`config.mk`:
```
export PLATFORM = sky130hd
export DESIGN_NAME = twodo_muldiv
export DESIGN_NICKNAME = d
export VERILOG_FILES = /design/src/hdl/twodo_pkg.sv /design/src/hdl/twodo_muldiv.sv
export SDC_FILE = /design/constraint.sdc
export NUM_CORES = 2
export LEC_CHECK = 0
export ABC_CLOCK_PERIOD_IN_PS = 15750
export BUFFER_PORTS_ARGS = -buffer_cell sky130_fd_sc_hd__buf_2
export CAP_MARGIN = 20
export CORE_MARGIN = 4
export CORE_UTILIZATION = 35
export DETAILED_ROUTE_END_ITERATION = 12
export PLACE_DENSITY = 0.49
export SLEW_MARGIN = 20
export SYNTH_ARGS = -nofsm -noshare
export SYNTH_HDL_FRONTEND = slang
export SYNTH_SLANG_ARGS = --single-unit
```
`constraint.sdc`:
```
create_clock -name i_clk -period 15.75 [get_ports i_clk]
set_input_delay 4.725 -clock i_clk [delete_from_list [all_inputs] [get_ports i_clk]]
set_output_delay 4.725 -clock i_clk [all_outputs]
set_load 0.02 [all_outputs]
```
`src/hdl/twodo_pkg.sv`:
```
// Shared types and constants of the tracking wheel odometry core.
package twodo_pkg;

    localparam logic signed [63:0] DEG_TURN      = 64'sd23592960;
    localparam logic signed [63:0] DEG_HALF_TURN = 64'sd11796480;
    localparam logic signed [63:0] DEG_TWO_TURNS = 64'sd47185920;
    localparam logic signed [63:0] ONE_Q30       = 64'sd1073741824;
    localparam logic signed [63:0] TWO_Q30       = 64'sd2147483648;
    localparam logic signed [63:0] ARC_DIV       = 64'sd25769803776;
    localparam logic signed [63:0] GAIN_Q30      = 64'sd652032874;
    localparam logic signed [63:0] PI_Q30        = 64'sd3373259426;
    localparam logic signed [63:0] INV_PI_Q30    = 64'sd341782638;
    localparam logic signed [63:0] RAD2DEG_Q16   = 64'sd3754936;
    localparam logic signed [63:0] SMALL_H       = 64'sd58671;
    localparam logic signed [63:0] TRAVEL_DIV    = 64'sd36000;
    localparam logic signed [63:0] CD_PER_DEG    = 64'sd100;
    localparam logic signed [63:0] DEG_Q16       = 64'sd65536;
    localparam logic signed [63:0] TURN_Q32      = 64'sd4294967296;
    localparam logic signed [63:0] HALF_TURN_Q31 = 64'sd2147483648;
    localparam logic signed [63:0] UNIT_ONE      = 64'sd1;
    localparam logic signed [63:0] GYRO_FULL     = 64'sd36000;
    localparam logic [63:0]        MAX64         = 64'h7FFF_FFFF_FFFF_FFFF;

    typedef enum logic [2:0] {
        CFG_LEFT_TRAVEL   = 3'd0,
        CFG_RIGHT_TRAVEL  = 3'd1,
        CFG_STRAFE_TRAVEL = 3'd2,
        CFG_LEFT_OFFSET   = 3'd3,
        CFG_RIGHT_OFFSET  = 3'd4,
        CFG_STRAFE_OFFSET = 3'd5,
        CFG_GYRO_SCALE    = 3'd6,
        CFG_USE_GYRO      = 3'd7
    } t_cfg_idx;

    typedef struct packed {
        logic               start;
        logic signed [63:0] a;
        logic signed [63:0] b;
        logic signed [63:0] d;
    } t_md_req;

    typedef struct packed {
        logic               busy;
        logic               done;
        logic signed [63:0] q;
        logic [63:0]        rem;
    } t_md_rsp;

    // CORDIC step angles, 2^-32 turn
    function automatic logic signed [63:0] atan_turn(input logic [4:0] i);
        logic signed [63:0] v;
        unique case (i)
            5'd0:  v = 64'sd536870912;
            5'd1:  v = 64'sd316933406;
            5'd2:  v = 64'sd167458907;
            5'd3:  v = 64'sd85004756;
            5'd4:  v = 64'sd42667331;
            5'd5:  v = 64'sd21354465;
            5'd6:  v = 64'sd10679838;
            5'd7:  v = 64'sd5340245;
            5'd8:  v = 64'sd2670163;
            5'd9:  v = 64'sd1335087;
            5'd10: v = 64'sd667544;
            5'd11: v = 64'sd333772;
            5'd12: v = 64'sd166886;
            5'd13: v = 64'sd83443;
            5'd14: v = 64'sd41722;
            5'd15: v = 64'sd20861;
            5'd16: v = 64'sd10430;
            5'd17: v = 64'sd5215;
            5'd18: v = 64'sd2608;
            5'd19: v = 64'sd1304;
            5'd20: v = 64'sd652;
            5'd21: v = 64'sd326;
            5'd22: v = 64'sd163;
            5'd23: v = 64'sd81;
            default: v = 64'sd0;
        endcase
        return v;
    endfunction

endpackage

```
`src/hdl/twodo_muldiv.sv`:
```
// Shared multiply-divide unit: round(a * b / d), ties away from zero, saturating.
module twodo_muldiv (
    input  logic              i_clk,
    input  logic              i_rst_n,
    input  twodo_pkg::t_md_req i_req,
    output twodo_pkg::t_md_rsp o_rsp
);
    import twodo_pkg::*;

    typedef enum logic [4:0] {
        U_IDLE = 5'b00001,
        U_MUL  = 5'b00010,
        U_CHK  = 5'b00100,
        U_DIV  = 5'b01000,
        U_RND  = 5'b10000
    } t_ustate;

    t_ustate            r_state;
    logic [63:0]        r_ua, r_ub, r_ud;
    logic               r_neg;
    logic [127:0]       r_acc;
    logic [63:0]        r_pp;
    logic [1:0]         r_pps;
    logic [2:0]         r_k;
    logic [5:0]         r_cnt;
    logic signed [63:0] r_q;
    logic [63:0]        r_rem;
    logic               r_done;

    logic [31:0]  w_ah, w_bh;
    logic [63:0]  w_prod;
    logic [127:0] w_ppx;
    logic [64:0]  w_sh, w_sub;
    logic         w_ge;
    logic [63:0]  w_rem, w_qr, w_qs;

    always_comb begin
        w_ah   = r_k[1] ? r_ua[63:32] : r_ua[31:0];
        w_bh   = r_k[0] ? r_ub[63:32] : r_ub[31:0];
        w_prod = w_ah * w_bh;
        w_ppx  = {64'd0, r_pp} << {r_pps, 5'd0};
        w_sh   = r_acc[127:63];
        w_sub  = w_sh - {1'b0, r_ud};
        w_ge   = w_sh >= {1'b0, r_ud};
        w_rem  = r_acc[127:64];
        w_qr   = r_acc[63:0] + ((w_rem >= r_ud - w_rem) ? 64'd1 : 64'd0);
        w_qs   = (w_qr > MAX64) ? MAX64 : w_qr;
    end

    always_ff @(posedge i_clk) begin
        if (!i_rst_n) begin
            r_state <= U_IDLE;
            r_done  <= 1'b0;
        end else begin
            r_done <= (r_state == U_RND)
                    || ((r_state == U_CHK) && ((r_ud == 64'd0) || (r_acc[127:64] >= r_ud)));
            unique case (r_state)
                U_IDLE: begin
                    if (i_req.start) begin
                        r_ua    <= i_req.a[63] ? 64'd0 - i_req.a : i_req.a;
                        r_ub    <= i_req.b[63] ? 64'd0 - i_req.b : i_req.b;
                        r_ud    <= i_req.d[63] ? 64'd0 - i_req.d : i_req.d;
                        r_neg   <= i_req.a[63] ^ i_req.b[63] ^ i_req.d[63];
                        r_acc   <= '0;
                        r_k     <= 3'd0;
                        r_state <= U_MUL;
                    end
                end
                U_MUL: begin
                    if (r_k != 3'd4) begin
                        r_pp  <= w_prod;
                        r_pps <= {1'b0, r_k[1]} + {1'b0, r_k[0]};
                    end
                    if (r_k != 3'd0) begin
                        r_acc <= r_acc + w_ppx;
                    end
                    r_k <= r_k + 3'd1;
                    if (r_k == 3'd4) begin
                        r_state <= U_CHK;
                    end
                end
                U_CHK: begin
                    r_rem <= r_acc[127:64];
                    r_cnt <= 6'd0;
                    if (r_ud == 64'd0) begin
                        r_q     <= '0;
                        r_state <= U_IDLE;
                    end else if (r_acc[127:64] >= r_ud) begin
                        r_q     <= r_neg ? -$signed(MAX64) : $signed(MAX64);
                        r_state <= U_IDLE;
                    end else begin
                        r_state <= U_DIV;
                    end
                end
                U_DIV: begin
                    r_acc <= {(w_ge ? w_sub[63:0] : w_sh[63:0]), r_acc[62:0], w_ge};
                    r_cnt <= r_cnt + 6'd1;
                    if (r_cnt == 6'd63) begin
                        r_state <= U_RND;
                    end
                end
                U_RND: begin
                    r_q     <= r_neg ? -$signed(w_qs) : $signed(w_qs);
                    r_rem   <= w_rem;
                    r_state <= U_IDLE;
                end
                default: r_state <= U_IDLE;
            endcase
        end
    end

    assign o_rsp.busy = (r_state != U_IDLE);
    assign o_rsp.done = r_done;
    assign o_rsp.q    = r_q;
    assign o_rsp.rem  = r_rem;

endmodule

```
# Yosys cells after proc, flatten, opt, wreduce, memory -nomap -nowiden
# Index checks and enable logic that the tools add are counted.
# classes
addsub,11
multipliers,1
order_cmp,4
n_eq_ne,14
n_shift,1
muxes,25
n_bitwise,2
reduce_logical,18
# ops
operator,count
$mux W64,6
$pmux W128 S3,1
$mux W128,2
$sub A1 B64 Y64 const A,3
$mux W63,3
$add A128 B128 Y128,1
$ge A64 B64 Y1,2
$pmux W64 S2,1
$shl A64 B7 Y128,1
$sub A64 B64 Y64,2
$ge A65 B64 Y1,1
$add A64 B1 Y64,1
$gt A64 B63 Y1 const B,1
$logic_not A64 Y1,1
$mul A32 B32 Y64,1
$mux W32,2
$neg A64 Y64,1
$pmux W5 S4,1
$mux W5,3
$reduce_and A3 Y1,5
$pmux W6 S2,1
$mux W4,2
$ne A2 B2 Y1 const B,4
$add A6 B1 Y6 const B,1
23 further kinds,29
# word_totals
reg_bits,530
inputBits,195
out_inout_bits,130
elab_cells,92

# Longest topological paths before layout
# depth
depth_word,9
mapped_depth,49
mapped_depth_nobuf,46

# Worst setup path before layout
# No wires, ideal clock.
# synth_timing
path_type,input-to-reg
startpoint,input i_req[192] in the netlist's numbering
endpoint,register r_acc[0] (enable)
arrival_ns,13.499
t_required_ns,14.978
path_slack_ns,1.479
cell_stages,2
n_path_buf,0
path_cell_list,o21ai_0 -> nor3_1
# synth_via
elab_chain_len,2
# synth_rtl
item,line_no,rtl
"start, declared",twodo_muldiv.sv:5,"input twodo_pkg::t_md_req i_req,"
$ne A2 B2 Y1 (no line),n/a,
$reduce_and A4 Y1 (no line),n/a,
"end signal, assigned",twodo_muldiv.sv:75,r_acc <= r_acc + w_ppx;
"end signal, assigned",twodo_muldiv.sv:96,"r_acc <= {(w_ge ? w_sub[63:0] : w_sh[63:0]), r_acc[62:0], w_ge};"
"end, declared",twodo_muldiv.sv:21,logic [127:0] r_acc;
# No other way between the ends.
# A chain may end at the register's enable or synchronous reset.

# Final worst setup path
# layout_timing
startpoint,register r_acc[64]
endpoint,register r_q[56] (data pin)
# layout_via
elab_chain_len,9
# layout_rtl
item,line_no,rtl
$sub A64 B64 Y64,twodo_muldiv.sv:46,w_qr = r_acc[63:0] + ((w_rem >= r_ud - w_rem) ? 64'd1 : 64'd0);
$ge A64 B64 Y1 (*),twodo_muldiv.sv:46,
$mux W1 (*),twodo_muldiv.sv:46,
$add A64 B1 Y64 (*),twodo_muldiv.sv:46,
$gt A64 B63 Y1,twodo_muldiv.sv:47,w_qs = (w_qr > MAX64) ? MAX64 : w_qr;
$mux W64 (*),twodo_muldiv.sv:47,
$neg A64 Y64,twodo_muldiv.sv:103,r_q <= r_neg ? -$signed(w_qs) : $signed(w_qs);
$mux W64 (*),twodo_muldiv.sv:103,
$pmux W64 S2 (*),twodo_muldiv.sv:57,unique case (r_state)
"end signal, assigned",twodo_muldiv.sv:89,r_q <= r_neg ? -$signed(MAX64) : $signed(MAX64);
"end signal, assigned",twodo_muldiv.sv:103,
"end, declared",twodo_muldiv.sv:26,logic signed [63:0] r_q;
# Every way passes the cells marked *; elsewhere a longest branch is shown, timed or not.

==> run_results.csv <==
group,metric,value,unit
setup_path,regToRegSetupSlack,2.64,ns
setup_path,r2r_start,"r_acc[64]",
global_routing,grt_pass1_vias,65700,
sta,tns,0,ns
setup_path,critPathRequiredTime,16.15,ns
logic_synthesis,yosys-top-cells-count,"nand2_1 (1228), inv_1 (1186), fa_1 (899)",
sta,setup_viol,0,
logic_synthesis,synth_edf_count,524,
logic_synthesis,synth_top_family_by_area,"adder cells",
setup_path,crit_end,"r_q[56]",
place,hpwl,233000,um
finish,fillers,22500,
global_routing,grtUsageTotal,24.6,%
setup_path,cp_num_cells,39,
run_status,status,"finished clean",
setup_path,slowest_stage,"nor4_1",
setup_path,reg2reg_depth,39,
hold_path,hp-class,"reg2reg",
setup_path,path_buf_inv,2,
clock_tree,h-tree-depth,3,
routing,drt_iter0_markers,5536,
logic_synthesis,yosysWarnings,0,
logic_synthesis,yosys.area_share.xor_xnor,6.34,%
routing,drc,0,
logic_synthesis,yosysMostFrequentCell,"nand2_1",
finish,multi_input_area,55800,sq um
clock_tree,cts_resized,0,
logic_synthesis,ys_ff_latch,530,
global_routing,grt_max_degree,84,
floorplanning,start_util,35.2,%
logic_synthesis,postSynthAreaPerCell,8.75,sq um
sta,rsz0062_at_grt,"false",
logic_synthesis,synth_flop_cell,"edfxtp_1",
sta,finClkSkew,0.0702,ns
logic_synthesis,synthesis.area,77500,sq um
logic_synthesis,synth-compound-area-share,13.6,%
clock_tree,clock_latency,0.71,ns
clock_tree,path_clk_slew,0.07,ns
place,numPortBuffers,324,
floorplanning,coreArea,220000,sq um
logic_synthesis,ys_top_cells_by_area,"fa_1 (23%), edfxtp_1 (20%), ha_1 (9.5%)",
setup_path,critPathLaunchType,"register",
sta,period_share,83.2,%
clock_tree,numCtsBuffers,70,
sta,hold_viol_final,0,
setup_path,path_class,"reg2reg",
clock_tree,cts_tree,"yes",
routing,vias,65300,
sta,slew_violations,0,
routing,ant_nets,0,
finish,register_area,15900,sq um
logic_synthesis,ys_async_sr_fraction,0,%
logic_synthesis,syn-instance-count,8857,
floorplanning,pin_count,325,
setup_path,r2r-end,"r_q[56]",
setup_path,slowest_delay,0.91,ns
logic_synthesis,muxShareOfSynthArea,2.43,%
setup_path,cp_max_fo,18,
logic_synthesis,seq_area_frac_synth,20.5,%
clock_tree,hold_buffers,0,
finish,nNetsFinal,10600,
logic_synthesis,synthAdderAreaFrac,32.8,%
setup_path,crit_family,"simple AND/OR/NAND/NOR gates",
sta,tightest_slew,1.18,ns
setup_path,arrival,13.51,ns
logic_synthesis,synth_simple_gate_area_share,16.6,%
floorplanning,die_h,478,um
routing,drt_wl_total,287000,um
floorplanning,die_w,478,um
logic_synthesis,synth_top_area_cell,"fa_1",
routing,routedWlPerCell,24.0,um
finish,areaGrowthSynthToFinish,9.30,%
floorplanning,die_area,229000,sq um
setup_path,cp-end-kind,"register",
global_routing,grt_pass1_wl,429000,um
run,maxCapViolations,0,
finish,drive_above_1_share,7.85,%
clock_tree,root_buffer,"clkbuf_16",
clock_tree,post_cts_buffers,0,
clock_tree,cts-root-to-sink-buffers,3,
sta,period_needed,13.11,ns
setup_path,crit_top_cell,"ha_1",
logic_synthesis,synth_cell_types,81,
sta,fmax,76.3,MHz
routing,routed_via_density,5.46,
logic_synthesis,synth_top_area_share,23.2,%
setup_path,crit_start,"r_acc[64]",
global_routing,grt-ovfl-total,0,
logic_synthesis,synth_fp_nets,10500,
place,globalplace.congestion,0.940,
floorplanning,placementRows,172,
global_routing,antenna_found_initial,13,
clock_tree,clkSinkCount,530,
routing,first_pass_iters,7,
sta,slew_headroom,19.9,%
[cells by family after synthesis]
| family | after synthesis |
|---|---|
| buffers and inverters | 1602 |
| AND/OR/NAND/NOR | 2828 |
| XOR/XNOR | 561 |
| multiplexers | 179 |
| adder cells (fa/ha/maj) | 1490 |
| AO/OA/AOI/OAI | 1667 |
| flip-flops | 530 |
[area by class of cell]
type	instances	share of cell area (%)
multi-input cells	6725	65.9
diodes	1	0.00296
inverters	1186	5.26
flip-flops and latches	530	18.7
repair buffers	446	3.02
clock buffers	82	2.17
clock inverters	46	0.530
well taps	2958	4.37
[worst min path at each step]
| stage | from | end | slack [ns] | cells after the start |
|---|---|---|---|---|
| 3_3_place_gp | r_cnt[0] | r_cnt[0] | 0.59 | 1 |
| 6_report | r_cnt[0] | r_cnt[0] | 0.61 | 1 |
| 5_1_grt | r_cnt[0] | r_cnt[0] | 0.62 | 1 |
| 3_5_place_dp | r_cnt[0] | r_cnt[0] | 0.59 | 1 |
| 2_1_floorplan | r_acc[121] | r_rem[57] | 0.51 | 0 |
| 4_1_cts | r_cnt[0] | r_cnt[0] | 0.60 | 1 |
[routing by layer]
metal	track usage (%)	wire (um)	vias to the layer above	share of wire, %
li1	-	-	30000	-
met1	33.7	127000	32700	44
met2	39.8	130000	2255	45
met3	3.89	19000	375	6.6
met4	8.10	11200	6	3.9
met5	0	40	-	0.014
[placed cells by master (no fill, tap or decap), drive strengths merged, types with 18 or more instances in the layout]
cell,n
a21boi,20
buf,446
o22ai,92
clkbuf,82
nor3,113
ha,591
nor2b,69
and2,99
nor2,660
or4,45
nand4,148
o21ai,374
nand2,1228
xnor2,400
mux2,72
edfxtp,524
or3,65
o211ai,24
nand2b,64
clkinv,33
a22o,40
mux2i,107
fa,899
o31ai,80
nand3,155
a211oi,33
o21bai,74
and4,18
a21oi,471
nor4,58
inv,1190
o41ai,29
a31oi,37
a221oi,23
o21a,32
a21o,213
xor2,161
and3,51
[registers in the layout, summed over array words and instances, names as in the netlist]
name     flops
r_q         64
r_k          3
r_ud        64
r_neg        1
r_ua        64
r_state      5
r_done       1
r_rem       64
r_acc      128
r_cnt        6
r_pps        2
r_ub        64
r_pp        64
[metrics by stage]
| step | instances | setup WS [ns] | util [%] | hold WS (ns) | cell area, sq um |
|---|---|---|---|---|---|
| 2_1_floorplan | 8857 | 1.48 | - | 0.512 | 77500 |
| 3_3_place_gp | 11800 | 3.09 | 37.4 | 0.588 | 82400 |
| 3_5_place_dp | 11800 | 2.92 | 37.4 | 0.594 | 82400 |
| 4_1_cts | 12000 | 2.84 | 38.5 | 0.602 | 84600 |
| 5_1_grt | 12000 | 1.69 | 38.5 | 0.623 | 84700 |
| 6_report | 12000 | 2.64 | 38.5 | 0.609 | 84700 |
Power is not shown: default switching activity piles up to over one toggle a cycle in this logic, so the estimate is an artifact.
